[src/rtl/core/dfr_pkg.sv]
// Shared types and constants for the length-prefixed frame deframer.
`default_nettype none

package dfr_pkg;

  // Header layout: 4 magic bytes then 4 length bytes, little-endian
  localparam int unsigned HDR_BYTES = 8;
  localparam int unsigned HDR_IDX_W = 3;
  localparam int unsigned CNT_W     = 16;

  // Largest accepted total packet length, header included
  localparam logic [31:0] MAX_PACKET_BYTES = 32'd61440;
  localparam logic [31:0] MIN_PACKET_BYTES = 32'd9;

  // Register map
  localparam int unsigned ADDR_W    = 3;
  localparam int unsigned REG_IDX_W = 1;
  localparam logic [REG_IDX_W-1:0] REG_MAGIC_WORD = 1'b0;

  // One result word
  typedef struct packed {
    logic [7:0] packet_byte;
    logic       first_flag;
    logic       last_flag;
    logic       bad_header;
  } dfr_res_t;

  // Push side of the output buffer
  typedef struct packed {
    logic     valid;
    dfr_res_t res;
  } dfr_push_t;

endpackage

`default_nettype wire

[src/rtl/core/length_prefixed_frame_deframer.sv]
// Top level of the length-prefixed frame deframer.
//
//   channel  direction  handshake              payload
//   in       sink       in_valid / in_ready    in_data_byte
//   out      source     out_valid / out_ready  out_packet_byte, out_first_flag,
//                                              out_last_flag, out_bad_header
//   cfg      APB slave  psel/penable/pwrite    paddr, pwdata, prdata, pready
//
// With in_ready and out_ready high, words are taken and results leave one per cycle.
// Body and error results reach out_valid in the cycle after their word is taken.
// After the eighth word of a good header, in_ready drops while the header replays;
// its first word goes through rep_active_r and the output buffer to out_valid.
// The two-entry output buffer keeps in_ready high under out_ready low until it is full.
// Reset (rst_n, synchronous) clears the count, the body flag and the magic word.
`default_nettype none

module length_prefixed_frame_deframer
  import dfr_pkg::*;
(
  input  wire logic              clk,
  input  wire logic              rst_n,
  input  wire logic              in_valid,
  output logic                   in_ready,
  input  wire logic [7:0]        in_data_byte,
  output logic                   out_valid,
  input  wire logic              out_ready,
  output logic      [7:0]        out_packet_byte,
  output logic                   out_first_flag,
  output logic                   out_last_flag,
  output logic                   out_bad_header,
  input  wire logic              psel,
  input  wire logic              penable,
  input  wire logic              pwrite,
  input  wire logic [ADDR_W-1:0] paddr,
  input  wire logic [31:0]       pwdata,
  output logic      [31:0]       prdata,
  output logic                   pready
);

  logic [31:0] magic_word;
  logic        push_ok;
  dfr_push_t   push;

  dfr_regs u_regs (
    .clk        (clk),
    .rst_n      (rst_n),
    .psel       (psel),
    .penable    (penable),
    .pwrite     (pwrite),
    .paddr      (paddr),
    .pwdata     (pwdata),
    .prdata     (prdata),
    .pready     (pready),
    .magic_word (magic_word)
  );

  dfr_parse u_parse (
    .clk          (clk),
    .rst_n        (rst_n),
    .magic_word   (magic_word),
    .in_valid     (in_valid),
    .in_ready     (in_ready),
    .in_data_byte (in_data_byte),
    .push_ok      (push_ok),
    .push         (push)
  );

  dfr_outbuf u_outbuf (
    .clk             (clk),
    .rst_n           (rst_n),
    .push            (push),
    .push_ok         (push_ok),
    .out_valid       (out_valid),
    .out_ready       (out_ready),
    .out_packet_byte (out_packet_byte),
    .out_first_flag  (out_first_flag),
    .out_last_flag   (out_last_flag),
    .out_bad_header  (out_bad_header)
  );

endmodule

`default_nettype wire

[src/rtl/core/dfr_regs.sv]
// APB-style configuration register block holding the magic word.
`default_nettype none

module dfr_regs
  import dfr_pkg::*;
(
  input  wire logic              clk,
  input  wire logic              rst_n,
  input  wire logic              psel,
  input  wire logic              penable,
  input  wire logic              pwrite,
  input  wire logic [ADDR_W-1:0] paddr,
  input  wire logic [31:0]       pwdata,
  output logic      [31:0]       prdata,
  output logic                   pready,
  output logic      [31:0]       magic_word
);

  logic [31:0]          magic_r;
  logic [REG_IDX_W-1:0] reg_idx;
  logic                 wr_en;

  // word-aligned register index
  assign reg_idx = paddr[ADDR_W-1:2];
  assign wr_en   = psel && penable && pwrite && (reg_idx == REG_MAGIC_WORD);
  assign pready  = 1'b1;

  always_ff @(posedge clk) begin
    if (!rst_n) begin
      magic_r <= '0;
    end else if (wr_en) begin
      magic_r <= pwdata;
    end
  end

  // read mux
  always_comb begin
    prdata = '0;
    if (reg_idx == REG_MAGIC_WORD) begin
      prdata = magic_r;
    end
  end

  assign magic_word = magic_r;

endmodule

`default_nettype wire

[src/rtl/core/dfr_parse.sv]
// Header hunt, header check, header replay and body pass-through.
`default_nettype none

module dfr_parse
  import dfr_pkg::*;
(
  input  wire logic        clk,
  input  wire logic        rst_n,
  input  wire logic [31:0] magic_word,
  input  wire logic        in_valid,
  output logic             in_ready,
  input  wire logic [7:0]  in_data_byte,
  input  wire logic        push_ok,
  output dfr_push_t        push
);

  logic [7:0]           hdr_r [HDR_BYTES];
  logic [CNT_W-1:0]     byte_count_r, byte_count_nxt;
  logic [CNT_W-1:0]     packet_length_r, packet_length_nxt;
  logic                 in_body_r, in_body_nxt;
  logic                 rep_active_r, rep_active_nxt;
  logic [HDR_IDX_W-1:0] rep_idx_r, rep_idx_nxt;

  logic                 acc;
  logic [CNT_W-1:0]     cnt_inc;
  logic [31:0]          hdr_magic;
  logic [31:0]          hdr_len;
  logic                 hdr_bad;
  logic                 hdr_done;

  // input is held while the header is replayed or the buffer is full
  assign in_ready = !rep_active_r && push_ok;
  assign acc      = in_valid && in_ready;
  assign cnt_inc  = byte_count_r + CNT_W'(1);

  // header fields; byte 7 is the word arriving now
  assign hdr_magic = {hdr_r[3], hdr_r[2], hdr_r[1], hdr_r[0]};
  assign hdr_len   = {in_data_byte, hdr_r[6], hdr_r[5], hdr_r[4]};
  assign hdr_done  = (byte_count_r[HDR_IDX_W-1:0] == HDR_IDX_W'(HDR_BYTES - 1));
  assign hdr_bad   = (hdr_magic != magic_word) || (hdr_len < MIN_PACKET_BYTES) ||
                     (hdr_len > MAX_PACKET_BYTES);

  // next state and result push
  always_comb begin
    byte_count_nxt    = byte_count_r;
    packet_length_nxt = packet_length_r;
    in_body_nxt       = in_body_r;
    rep_active_nxt    = rep_active_r;
    rep_idx_nxt       = rep_idx_r;
    push              = '0;

    if (rep_active_r) begin
      // replay the stored header, one word per cycle while the buffer has room
      if (push_ok) begin
        push.valid           = 1'b1;
        push.res.packet_byte = hdr_r[rep_idx_r];
        push.res.first_flag  = (rep_idx_r == '0);
        rep_idx_nxt          = rep_idx_r + HDR_IDX_W'(1);
        if (rep_idx_r == HDR_IDX_W'(HDR_BYTES - 1)) begin
          rep_active_nxt = 1'b0;
        end
      end
    end else if (acc) begin
      if (in_body_r) begin
        // body word passes straight through
        push.valid           = 1'b1;
        push.res.packet_byte = in_data_byte;
        push.res.last_flag   = (cnt_inc >= packet_length_r);
        if (cnt_inc >= packet_length_r) begin
          in_body_nxt    = 1'b0;
          byte_count_nxt = '0;
        end else begin
          byte_count_nxt = cnt_inc;
        end
      end else if (!hdr_done) begin
        byte_count_nxt = cnt_inc;
      end else if (hdr_bad) begin
        push.valid          = 1'b1;
        push.res.bad_header = 1'b1;
        byte_count_nxt      = '0;
      end else begin
        packet_length_nxt = hdr_len[CNT_W-1:0];
        in_body_nxt       = 1'b1;
        byte_count_nxt    = CNT_W'(HDR_BYTES);
        rep_active_nxt    = 1'b1;
        rep_idx_nxt       = '0;
      end
    end
  end

  // control state
  always_ff @(posedge clk) begin
    if (!rst_n) begin
      byte_count_r    <= '0;
      packet_length_r <= '0;
      in_body_r       <= 1'b0;
      rep_active_r    <= 1'b0;
      rep_idx_r       <= '0;
    end else begin
      byte_count_r    <= byte_count_nxt;
      packet_length_r <= packet_length_nxt;
      in_body_r       <= in_body_nxt;
      rep_active_r    <= rep_active_nxt;
      rep_idx_r       <= rep_idx_nxt;
    end
  end

  // header store, written while hunting
  always_ff @(posedge clk) begin
    if (acc && !in_body_r) begin
      hdr_r[byte_count_r[HDR_IDX_W-1:0]] <= in_data_byte;
    end
  end

  // replay only ever runs inside an accepted packet
  a_replay_in_body: assert property (@(posedge clk) disable iff (!rst_n)
    rep_active_r |-> in_body_r)
    else $error("header replay outside packet");

  // while hunting the count stays inside the header
  a_hunt_count: assert property (@(posedge clk) disable iff (!rst_n)
    !in_body_r |-> (byte_count_r < CNT_W'(HDR_BYTES)))
    else $error("hunt count beyond header");

  // an open packet has a legal length and is not yet complete
  a_body_len: assert property (@(posedge clk) disable iff (!rst_n)
    in_body_r |-> (packet_length_r >= CNT_W'(MIN_PACKET_BYTES)) &&
                  (byte_count_r < packet_length_r))
    else $error("body count out of range");

  // a pushed first-flagged word comes only from the header replay, never as a bad header
  a_first_word: assert property (@(posedge clk) disable iff (!rst_n)
    (push.valid && push.res.first_flag) |-> (rep_active_r && !push.res.bad_header))
    else $error("first flag outside replay");

endmodule

`default_nettype wire

[src/rtl/core/dfr_outbuf.sv]
// Two-entry output buffer that parts the result channel from the parser.
`default_nettype none

module dfr_outbuf
  import dfr_pkg::*;
(
  input  wire logic       clk,
  input  wire logic       rst_n,
  input  wire dfr_push_t  push,
  output logic            push_ok,
  output logic            out_valid,
  input  wire logic       out_ready,
  output logic [7:0]      out_packet_byte,
  output logic            out_first_flag,
  output logic            out_last_flag,
  output logic            out_bad_header
);

  dfr_res_t   ent_r [2];
  logic       wr_ptr_r, rd_ptr_r;
  logic [1:0] count_r;
  logic       pop;
  dfr_res_t   head;

  assign push_ok   = (count_r != 2'd2);
  assign out_valid = (count_r != 2'd0);
  assign pop       = out_valid && out_ready;
  assign head      = ent_r[rd_ptr_r];

  assign out_packet_byte = head.packet_byte;
  assign out_first_flag  = head.first_flag;
  assign out_last_flag   = head.last_flag;
  assign out_bad_header  = head.bad_header;

  // pointers and fill count
  always_ff @(posedge clk) begin
    if (!rst_n) begin
      wr_ptr_r <= 1'b0;
      rd_ptr_r <= 1'b0;
      count_r  <= 2'd0;
    end else begin
      if (push.valid) begin
        wr_ptr_r <= !wr_ptr_r;
      end
      if (pop) begin
        rd_ptr_r <= !rd_ptr_r;
      end
      count_r <= count_r + {1'b0, push.valid} - {1'b0, pop};
    end
  end

  // entry storage
  always_ff @(posedge clk) begin
    if (push.valid) begin
      ent_r[wr_ptr_r] <= push.res;
    end
  end

endmodule

`default_nettype wire

[config.mk]
export PLATFORM = sky130hd
export DESIGN_NAME = length_prefixed_frame_deframer
export DESIGN_NICKNAME = d
export VERILOG_FILES = /design/src/rtl/core/dfr_pkg.sv /design/src/rtl/core/length_prefixed_frame_deframer.sv /design/src/rtl/core/dfr_regs.sv /design/src/rtl/core/dfr_parse.sv /design/src/rtl/core/dfr_outbuf.sv
export SDC_FILE = /design/constraint.sdc
export NUM_CORES = 1
export LEC_CHECK = 0
export BUFFER_PORTS_ARGS = -buffer_cell sky130_fd_sc_hd__buf_2
export CAP_MARGIN = 20
export CORE_MARGIN = 2
export CORE_UTILIZATION = 58
export DETAILED_ROUTE_END_ITERATION = 10
export PLACE_DENSITY = 0.8
export SYNTH_ARGS = -nofsm -noshare
export SYNTH_HDL_FRONTEND = slang
export SYNTH_SLANG_ARGS = --single-unit
[constraint.sdc]
create_clock -name clk -period 3.8 [get_ports clk]
set_input_delay 0.76 -clock clk [delete_from_list [all_inputs] [get_ports clk]]
set_output_delay 0.76 -clock clk [all_outputs]
set_load 0.03 [all_outputs]
==> results of run 1 <==
-- final timing paths --
kind                                               start                  endpoint  slack, ns  depth (start not counted)
worst max-delay path             u_parse.byte_count_r[0]  u_parse.byte_count_r[13]       0.24                         15
worst min-delay path            u_parse.byte_count_r[15]  u_parse.byte_count_r[15]       0.49                          2
worst max register to register   u_parse.byte_count_r[0]  u_parse.byte_count_r[13]       0.24                         15
worst min register to register  u_parse.byte_count_r[15]  u_parse.byte_count_r[15]       0.49                          2
-- worst reg2reg max path: cells and delay by family, from the launching register on --
kind	cells	cell delay [ns]
and+or+nand+nor	10	2.11
DFF	1	0.49
adders and majority gates	1	0.28
xor gates and xnor gates	1	0.22
AOI/OAI and AO/OA	2	0.20
buffers and inverters	1	0.20
-- power by group --
| part | internal (uW) | switching, uW |
|---|---|---|
| Clock | 985 | 713 |
| Sequential | 1870 | 24.0 |
| Combinational | 73.6 | 103 |
-- cell usage in the layout, fill, tap and decap left out, types with 3 or more instances in the layout --
cell type     n
nand2_1     106
o21ai_0      20
buf_2        92
nand2b_1      8
nor2_1       16
ha_1         23
xnor2_1      43
inv_1        30
mux2_2       11
a21oi_1       9
clkbuf_16    19
nor2b_1      55
clkinvlp_4    3
nand4_1      12
mux4_2       15
inv_6         4
edfxtp_1     86
nor4_1        5
xor2_1        5
nor3_1        7
nor4_2        3
and2_1        6
and3_1       10
nand3_1      12
buf_4         5
dfxtp_1      77
mux2i_1      27
a21boi_0     33
-- registers in the layout (all words and copies together), names as in the netlist, named ones only --
register                 cells
u_parse.byte_count_r        16
u_parse.in_body_r            1
u_regs.magic_word           32
u_outbuf.ent_r              22
u_outbuf.count_r             2
u_parse.rep_idx_r            3
u_outbuf.rd_ptr_r            1
u_parse.hdr_r               64
u_parse.rep_active_r         1
u_outbuf.wr_ptr_r            1
u_parse.packet_length_r     16
-- stage by stage --
step	cells	hold WS, ns	utilization [%]	power, uW
3_3_place_gp	925	0.461	63.4	2100
4_1_cts	957	0.491	67.9	3780
6_report	958	0.489	68.0	3770
5_1_grt	958	0.515	68.0	3880
3_5_place_dp	925	0.476	63.4	2110
2_1_floorplan	681	0.446	-	2030
-- layer usage --
metal,vias up,wire length (um),track usage [%]
met3,46,1310,5.99
met2,248,8350,40.4
met5,-,0,0
li1,2575,-,-
met4,0,516,10.1
met1,2624,7160,33.3
-- cell families (layout without fill, tap and decap cells) --
kind of cell | count (synthesis) | after routing | share of synthesized area, %
adders and majority gates | 23 | 23 | 3.72
other | 1 | 1 | 0.0485
buffers and inverters | 59 | 160 | 3.19
muxes | 54 | 54 | 9.80
DFF | 163 | 163 | 53.3
and+or+nand+nor | 256 | 256 | 17.4
xor gates and xnor gates | 48 | 48 | 5.43
AOI/OAI and AO/OA | 77 | 77 | 7.10
-- layout make-up --
class                           count  area [um2]  area share, %
Clock inverter                     13         119           1.33
Inverter                           30         113           1.26
Timing Repair Buffer               98         509           5.70
Tap cell                          176         220           2.47
Multi-Input combinational cell    459        3370           37.7
Clock buffer                       19         475           5.32
Sequential cell                   163        4120           46.2
-- timing repair --
action	CTS	global route
hold buffers	0	0
setup endpoints to repair	0	1
resized for setup	0	1
==> flow_metrics.env, run 1 <==
export IMPL_setup_violations_final=0
export IMPL_fin_nets=842
export IMPL_async_flop_share_pct=0
export IMPL_synthesis_area_um2=7740
export IMPL_outcome="finished clean"
export IMPL_synthFlopType="edfxtp_1"
export IMPL_insertedDiodeCount=0
export IMPL_cp_cell_sequence="nand2_1 > or2_2 > nor2_2 > and3_1 > nand3_1 > xnor2_1 > ha_1 > nand4_1 > nor3_1 > nor3_1 > and3_1 > a31oi_1 > buf_4 > or3_1 > o211ai_1"
export IMPL_clkTransAtPathRegs_ns=0.07
export IMPL_initial_core_util_pct=58.9
export IMPL_cap_viol_max_count=0
export IMPL_drive_gt1_share_pct=21.6
export IMPL_yosysSeqAreaShare_pct=53.3
export IMPL_placementRows=42
export IMPL_area_growth_pct=15.4
export IMPL_postSynthCellCount=681
export IMPL_slowest_delay_ns=0.49
export IMPL_synth_seq_cells=163
export IMPL_rsz0062_at_grt="false"
export IMPL_tightest_slew_ns=0.995
export IMPL_grt_start_max_net_pins=47
export IMPL_dieArea_um2=14300
export IMPL_clockBufferDepth=2
export IMPL_fp_dieH_um=120
export IMPL_post_route_min_period_ns=3.56
export IMPL_p_leak_uw=0.00330
export IMPL_clkLatencyLatePin_ns=0.43
export IMPL_crit_family="simple AND/OR/NAND/NOR gates"
export IMPL_finalWorstSetupSlack_ns=0.243
export IMPL_critPathArrivalTime_ns=3.91
export IMPL_grt_pass1_vias=5323
export IMPL_ios=96
export IMPL_worstPathRequired_ns=4.15
export IMPL_cts_sinks=163
export IMPL_synth_most_common_cell="nand2_1"
export IMPL_critPathLaunchType="flop"
export IMPL_cts_max_level=4
export IMPL_synth_edff_count=86
export IMPL_core_area_um2=13100
export IMPL_yosysTopAreaCell="edfxtp_1"
export IMPL_drtIter0Drc=406
export IMPL_drcViolationCount=0
export IMPL_stdcell_area_um2=8930
export IMPL_skew_ns=0.0106
export IMPL_syn_avg_cell_area_um2=11.4
export IMPL_via_per_inst=5.73
export IMPL_postRouteAntennaNets=0
export IMPL_slew_violations=0
export IMPL_power_density_nw_per_um2=422
export IMPL_synth_fp_nets=754
export IMPL_crit_buf_inv=1
export IMPL_io_buffers=92
export IMPL_yosys_top_cells_area="edfxtp_1 (33%), dfxtp_1 (20%), nand2_1 (5.1%)"
export IMPL_finalSetupTns_ns=0
export IMPL_placed_cell_area_um2=8320
export IMPL_cp_end_kind="flop"
export IMPL_max_freq_ghz=0.281
export IMPL_vias=5493
export IMPL_path_max_fanout=13
export IMPL_cts_tree="yes"
export IMPL_gp_congestion=0.884
export IMPL_ys_warn_count=0
export IMPL_ir_drop_v=0.000278
export IMPL_wire_per_inst_um=18.1
export IMPL_root_buffer="clkbuf_16"
export IMPL_finalCritPeriodShare_pct=93.6
export IMPL_hold_violations=0
export IMPL_crit_type="flop to flop"
export IMPL_grt_ovfl_total=0
export IMPL_pre_cts_slack_ns=0.248
export IMPL_grt_first_pass_wirelength_um=27600
export IMPL_cts_buffers_inserted=17
export IMPL_die_w_um=120
export IMPL_synthTopCellsByCount="nand2_1 (106), edfxtp_1 (86), dfxtp_1 (77), nor2b_1 (55), xnor2_1 (43)"
export IMPL_synth_lib_cells_used_distinct=54
export IMPL_slew_headroom_pct=33.6
export IMPL_grt_usage_pct=25.2
export IMPL_dpl_hpwl_um=12400
export IMPL_dr_pass1_iters=5
export IMPL_routed_wl_um=17300
export IMPL_synth_top_area_share_pct=33.4
export IMPL_crit_slowest_cell="dfxtp_1"
export IMPL_hp_class="flop to flop"
export IMPL_fillers=945
export IMPL_cts_setup_buffers=0
export IMPL_antenna_found_initial=0
(Power assumes the default switching activity.)
==> run 2: changes to the inputs <==
- CORE_UTILIZATION: 58 -> 40
- PLACE_DENSITY: 0.8 -> 0.59
==> run 2 against run 1 <==
  * Sequential cell count unchanged
  * Highest routed layer unchanged
  * Utilization down 20 points
  * Die area up 43%
  * Fmax up 4.1%
==> flow_metrics.env, run 2 (synthesis results as in run 1) <==
export IMPL_placementRows=50
export IMPL_routed_wl_um=18100
export IMPL_tightest_slew_ns=0.930
export IMPL_postRouteAntennaNets=0
export IMPL_cts_setup_buffers=0
export IMPL_largest_reg_flops=64
export IMPL_final_cell_mix="nand2_1 (106), buf_2 (92), edfxtp_1 (86), dfxtp_1 (75), nor2b_1 (55)"
export IMPL_drive_gt1_share_pct=22.4
export IMPL_stdcell_area_um2=9100
export IMPL_slew_violations=0
export IMPL_power_density_nw_per_um2=415
export IMPL_dpl_hpwl_um=13200
export IMPL_clockBufferDepth=2
export IMPL_final_common_cell="nand2_1"
export IMPL_clkTransAtPathRegs_ns=0.07
export IMPL_path_max_fanout=11
export IMPL_crit_type="flop to flop"
export IMPL_fin_nets=847
export IMPL_cap_viol_max_count=0
export IMPL_grt_first_pass_wirelength_um=28600
export IMPL_drcViolationCount=0
export IMPL_cts_tree="yes"
export IMPL_slew_headroom_pct=37.7
export IMPL_area_growth_pct=17.5
export IMPL_ios=96
export IMPL_grt_pass1_vias=5345
export IMPL_placed_cell_area_um2=8460
export IMPL_wire_per_inst_um=17.2
export IMPL_ir_drop_v=0.000297
export IMPL_grt_usage_pct=18.5
export IMPL_gp_congestion=0.833
export IMPL_hp_class="flop to flop"
export IMPL_dieArea_um2=20500
export IMPL_critPathArrivalTime_ns=3.76
export IMPL_root_buffer="clkbuf_16"
export IMPL_cts_max_level=4
export IMPL_skew_ns=0.0107
export IMPL_cts_sinks=163
export IMPL_core_area_um2=18800
export IMPL_rsz0062_at_grt="false"
export IMPL_setup_violations_final=0
export IMPL_initial_core_util_pct=41.1
export IMPL_cts_buffers_inserted=17
export IMPL_worstPathRequired_ns=4.14
export IMPL_fillers=1713
export IMPL_drtIter0Drc=456
export IMPL_antenna_found_initial=0
export IMPL_dr_pass1_iters=5
export IMPL_finalSetupTns_ns=0
export IMPL_outcome="finished clean"
export IMPL_max_freq_ghz=0.293
export IMPL_cp_end_kind="flop"
export IMPL_grt_ovfl_total=0
export IMPL_finalCritPeriodShare_pct=89.9
export IMPL_io_buffers=92
export IMPL_via_per_inst=5.11
export IMPL_die_w_um=143
export IMPL_p_leak_uw=0.00333
export IMPL_grt_start_max_net_pins=54
export IMPL_power_uw=3780
export IMPL_critPathLaunchType="flop"
export IMPL_post_route_min_period_ns=3.42
export IMPL_insertedDiodeCount=0
export IMPL_hold_violations=0
export IMPL_clkLatencyLatePin_ns=0.43
export IMPL_vias=5348
export IMPL_fp_dieH_um=143
==> run 2: repair_timing <==
item / in CTS / in global routing
hold buffers: 0 / 0
resized for setup: 0 / 3
endpoints found under the setup margin: 0 / 4
==> run 2: worst paths after layout <==
path	from	end	cells past startpoint	slack, ns
hold reg to reg	u_parse.byte_count_r[15]	u_parse.byte_count_r[15]	2	0.49
setup reg to reg	u_parse.byte_count_r[4]	u_parse.byte_count_r[13]	15	0.38
setup / recovery	u_parse.byte_count_r[4]	u_parse.byte_count_r[13]	15	0.38
hold / removal	u_parse.byte_count_r[15]	u_parse.byte_count_r[15]	2	0.49
==> run 2: area by class of cell <==
type / count / area (um2) / area share [%]
Clock buffer: 18 / 429 / 4.72
Clock inverter: 14 / 161 / 1.77
Inverter: 30 / 113 / 1.24
Multi-Input combinational cell: 459 / 3370 / 37.1
Sequential cell: 163 / 4130 / 45.4
Tap cell: 260 / 325 / 3.58
Timing Repair Buffer: 103 / 571 / 6.27
==> run 2: worst max-delay path, stage by stage (launching register included) <==
cell	delay (ns)
dfxtp_1	0.42
nand3_1	0.11
or2_2	0.33
nor2_2	0.19
and3_1	0.23
nand3_1	0.14
xnor2_1	0.16
ha_1	0.30
nand4_1	0.14
nor3_1	0.07
nor3_1	0.26
and3_1	0.21
a31oi_1	0.13
buf_4	0.21
or3_1	0.32
o211ai_1	0.11
==> run 2: stage by stage <==
stage,setup WS (ns),hold WS (ns),instances,utilization [%]
2_1_floorplan,0.822,0.446,681,-
3_3_place_gp,0.383,0.464,1013,44.9
3_5_place_dp,0.252,0.479,1013,44.9
4_1_cts,0.229,0.495,1045,48.1
5_1_grt,0.0635,0.513,1047,48.3
6_report,0.383,0.493,1047,48.3
==> run 2: report_power, final <==
group / leakage, uW / switching (uW) / internal, uW
registers: 0.00141 / 21.4 / 1870
logic: 0.00164 / 107 / 76.4
clock network: 0.000282 / 764 / 935
total: 0.00333 / 892 / 2880
==> run 2: layer usage <==
layer / vias up / global-route usage, % / part of all wire, %
met3: 12 / 3.96 / 5.2
met1: 2625 / 25.2 / 47
met4: 0 / 4.74 / 0.68
met5: - / 0 / 0
li1: 2577 / - / -
met2: 134 / 29.9 / 47
